**src/tcw_pkg.sv**
```systemverilog
package tcw_pkg;

  // Default screen geometry.
  localparam int unsigned ColumnsDef = 80;
  localparam int unsigned RowsDef    = 25;

  // Fixed widths of the stream fields.
  localparam int unsigned CharW   = 8;
  localparam int unsigned IndexW  = 11;
  localparam int unsigned PosW    = 11;
  localparam int unsigned CellW   = 16;
  localparam int unsigned ColorW  = 8;
  localparam int unsigned OpW     = 2;
  localparam int unsigned InDataW  = 24;
  localparam int unsigned OutDataW = 32;

  // Character codes with a special meaning.
  localparam logic [CharW-1:0] ChNewline   = 8'h0A;
  localparam logic [CharW-1:0] ChBackspace = 8'h08;
  localparam logic [CharW-1:0] ChSpace     = 8'h20;

  // Register reset values.
  localparam logic [ColorW-1:0] TextColorRst  = 8'h0A;
  localparam logic [ColorW-1:0] BlankColorRst = 8'h07;

  // Operation carried by an input item.
  typedef enum logic [OpW-1:0] {
    OP_PRINT = 2'd0,
    OP_CLEAR = 2'd1,
    OP_READ  = 2'd2
  } op_e;

  // Configuration register indexes.
  typedef enum logic [0:0] {
    REG_TEXT_COLOR  = 1'b0,
    REG_BLANK_COLOR = 1'b1
  } cfg_reg_e;

  // Sequencer states.
  typedef enum logic [3:0] {
    S_INIT,
    S_IDLE,
    S_EXEC,
    S_READ,
    S_GLYPH,
    S_SCROLL_COPY,
    S_SCROLL_BLANK,
    S_CLEAR,
    S_DONE,
    S_RESP
  } state_e;

endpackage

```
**src/tcw_lin_addr.sv**
```systemverilog
module tcw_lin_addr #(
  parameter int unsigned COLUMNS = tcw_pkg::ColumnsDef,
  parameter int unsigned ROWS    = tcw_pkg::RowsDef,
  localparam int unsigned RW = $clog2(ROWS),
  localparam int unsigned CW = $clog2(COLUMNS + 1),
  localparam int unsigned PW = $clog2(ROWS * COLUMNS + 1)
) (
  input  logic [RW-1:0] row_i,
  input  logic [CW-1:0] col_i,
  output logic [PW-1:0] lin_o
);

  // Linear cell position: row times the row length plus the column.
  assign lin_o = PW'(row_i) * PW'(COLUMNS) + PW'(col_i);

endmodule

```
**config.mk**
```make
export PLATFORM = sky130hd
export DESIGN_NAME = tcw_lin_addr
export DESIGN_NICKNAME = d
export VERILOG_FILES = /design/src/tcw_pkg.sv /design/src/tcw_lin_addr.sv
export SDC_FILE = /design/constraint.sdc
export NUM_CORES = 1
export LEC_CHECK = 0
export ABC_AREA = 1
export BUFFER_PORTS_ARGS = -buffer_cell sky130_fd_sc_hd__clkbuf_2
export CAP_MARGIN = 25
export CORE_AREA = 5 5 42 44
export DETAILED_ROUTE_END_ITERATION = 12
export DIE_AREA = 0 0 47 49
export PLACE_DENSITY = 0.57
export SKIP_LAST_GASP = 1
export SLEW_MARGIN = 40
export SYNTH_ARGS = -nofsm -noshare
export SYNTH_HDL_FRONTEND = slang
export SYNTH_SLANG_ARGS = --single-unit
```
**constraint.sdc**
```tcl
create_clock -name vclk -period 3.1
set_input_delay 0.62 -clock vclk [all_inputs]
set_output_delay 0.62 -clock vclk [all_outputs]
set_load 0.1 [all_outputs]
```
== After elaboration in Yosys (flattened, before gate mapping) ==
Cells that the tools add are included.

* Logic and storage cells: 2
* Flip-flop bits (word level): 0
* Bits of input ports: 12
* Output and inout port bits: 11

* Multiply operators: 1
* Add/sub/neg operators: 1

{| class="wikitable"
|+ Operator list
! kind !! number
|-
| $add 11x7->11 || 1
|-
| $mul 5x3->7 const B || 1
|}

== Logic depth before layout (Yosys ltp) ==
* Depth after elaboration: 2
* Depth in mapped cells: 9
* Mapped depth without buffers: 9

== Least setup slack after synthesis ==
OpenSTA, ideal clock, no wires.

* Path type: input -> output
* Start: in row_i[1]
* End: out lin_o[8]
* Required time: 2.480 ns
* Stages: 4
* Path buffers: 0
* Path slack: -0.690 ns
* Data arrival time: 3.170 ns
* Cells stage by stage: ha_1 > ha_1 > fa_1 > xnor2_1

* Word-level cells in the longest chain between the ends: 2

{| class="wikitable"
|+ Ends and longest elaborated chain
! item !! line !! text
|-
| from (decl) || tcw_lin_addr.sv:8 || <nowiki>input logic [RW-1:0] row_i,</nowiki>
|-
| $mul 5x3->7 || tcw_lin_addr.sv:14 || <nowiki>assign lin_o = PW'(row_i) * PW'(COLUMNS) + PW'(col_i);</nowiki>
|-
| $add 11x7->11 || tcw_lin_addr.sv:14 ||
|-
| to (decl) || tcw_lin_addr.sv:10 || <nowiki>output logic [PW-1:0] lin_o</nowiki>
|}

No other way between the ends.

== Final worst setup path ==
* Start: in row_i[1]
* End: out lin_o[10]

Same word-level chain as after synthesis.

==> flow_summary_export.csv <==
group,metric,value,unit
pwr,total_power,0.000310,W
sta,fin_crit,2.91,ns
floorplan,fp.dieH,49,um
synth,ys_seq_area_share,0,%
synth,synth_cell_types,12,
critical_path,critPathMaxStageDelay,0.52,ns
critical_path,critPathLaunchType,"primary input",
grt,grt_overflow_total,0,
final_layout,final_cell_mix,"15 x nand2_1, 11 x clkbuf_2, 9 x nand3_1, 7 x ha_1, 6 x inv_1",
sta,drv_slew,0,
pwr,p_sw_share,67.2,%
sta,period_share,94.0,%
place,place_area,537,um^2
final_layout,syn_to_final_growth,54.2,%
grt,grt_pass1_vias,359,
critical_path,crit_fanout,4,
grt,grt_usage,7.89,%
final_layout,drive_gt1_share,39.1,%
route,drc,0,
floorplan,core-area,1400,um^2
sta,hold_slack,1.24,ns
floorplan,die_w,47,um
pwr,leakage,0.306,nW
critical_path,crit_family,"adder cells",
pwr,power_density,544,nW/um^2
route,via_count,374,
synth,synth_xor_area_share,7.12,%
place,io_buffers,15,
synth,synth_fa_ha_area_share,41.4,%
synth,synth_compound_area_share,1.36,%
hold_path,holdCritPathClass,"primary input to output port",
route,vias_per_cell,4.40,
sta,rsz0062_at_grt,"no",
route,dr.pass1.iters,4,
floorplan,initial_core_util,26.3,%
floorplan,die_area,2300,um^2
place,dpl.hpwl,749,um
flow_run,cap_violations,0,
floorplan,core.rowCount,14,
critical_path,critPathCaptureType,"output port",
synth,synth_top_family_by_area,"adder cells",
route,drt_iter0_drc,6,
final_layout,nNetsFinal,94,
critical_path,worstPathArrival,2.29,ns
synth,synth.mux.area_fraction,0,%
synth,syn_avg_cell_area,6.71,um^2
grt,grt_pass1_wl,1500,um
sta,hold_viol_final,0,
final_layout,fillers,150,
place,gp_congestion,0.754,
synth,yosys_warnings,0,
sta,relSlewSlack,63.9,%
final_layout,seqCellArea,0,um^2
critical_path,crit_type,"primary input to output port",
pwr,ir_drop,0.171,mV
route,wl_per_cell,9.19,um
sta,finalSetupViolCount,0,
pwr,power.internal,0.000102,W
final_layout,utilization,40.6,%
status,status,"finished, final reports clean",
final_layout,clkbuf_count,0,
final_layout,insertedDiodeCount,0,
route,wl,781,um
pwr,combPwrFrac,100.0,%
final_layout,n_sequential_cell,0,
final_layout,fin_area,569,um^2
floorplan,ios,23,
route,ant_nets,0,
grt,grt_max_degree,7,
synth,synth_nets,78,
synth,synthSimpleGateAreaFrac,34.9,%
synth,synth_area,369,um^2
critical_path,cp_data_required_time,2.48,ns
pwr,p_seq_share,0,%
critical_path,path_buf_inv,3,
critical_path,cp_slowest_cell,"fa_1",
sta,clock.fmax,0.343,GHz
sta,tightest_slew,0.543,ns
grt,antenna_found_initial,0,
pwr,clkPwrFrac,0,%
final_layout,final_common_cell,"nand2_1",
critical_path,path_cells,"clkbuf_2, ha_4, ha_4, fa_1, nand2_1, inv_2, nand3_1, nor2_1, nand3_1, nand2_2, buf_12",
pwr,p_sw,0.000208,W
synth,synthCells,55,
cells in the mapped netlist:
library cell	instances	area, um^2
inv_1	7	26.3
nand3_2	1	10.0
fa_1	2	40.0
nand2_1	17	63.8
a21oi_1	1	5.00
nand3_1	9	45.0
ha_1	9	113
nor2_1	1	3.75
buf_4	4	30.0
xnor2_1	1	8.76
xor2_1	2	17.5
nand4_1	1	6.26
power groups by stage:
stage	Clock [W]	Combinational [W]	Sequential, W
floorplan	0	0.000241	0
finish	0	0.000310	0
global route	0	0.000329	0
CTS	0	0.000302	0
global placement	0	0.000300	0
detailed placement	0	0.000302	0
stage by stage:
| stage | setup TNS, ns | setup slack (ns) | instances |
|---|---|---|---|
| floorplan | -0.0772 | -0.0772 | 55 |
| global placement | 0 | 0.0859 | 84 |
| detailed placement | 0 | 0.0651 | 84 |
| CTS | 0 | 0.0686 | 84 |
| global route | 0 | 0.0504 | 85 |
| finish | 0 | 0.185 | 85 |
cell type report:
class / instances / area, um^2 / share of cell area, %
Multi-Input combinational cell: 44 / 365 / 64.2
Timing Repair Buffer: 18 / 158 / 27.7
Inverter: 7 / 26.3 / 4.62
Tap cell: 16 / 20.0 / 3.52
logic make-up (layout without fill, tap and decap cells):
family / Yosys count / count (layout)
fa+ha+maj: 11 / 11
compound gates: 1 / 1
simple gates: 29 / 29
xor+xnor: 3 / 3
buf+inv: 11 / 25
what timing repair did:
item	4_1_cts	5_1_grt
setup buffers	0	1
gates resized for setup	0	4
hold buffers	0	0
setup endpoints to repair	0	1
worst paths after layout:
kind | startpoint | slack (ns) | end | cells after the start
max | row_i[1] | 0.19 | lin_o[10] | 11
min | col_i[2] | 1.24 | lin_o[2] | 0
metal layers:
layer | GRT usage, % | part of all wire, %
met1 | 11.4 | 43
met2 | 12.9 | 52
met3 | 1.11 | 5.6
met4 | 0 | 0
met5 | 0 | 0
Power figures use the tool's default switching activity.
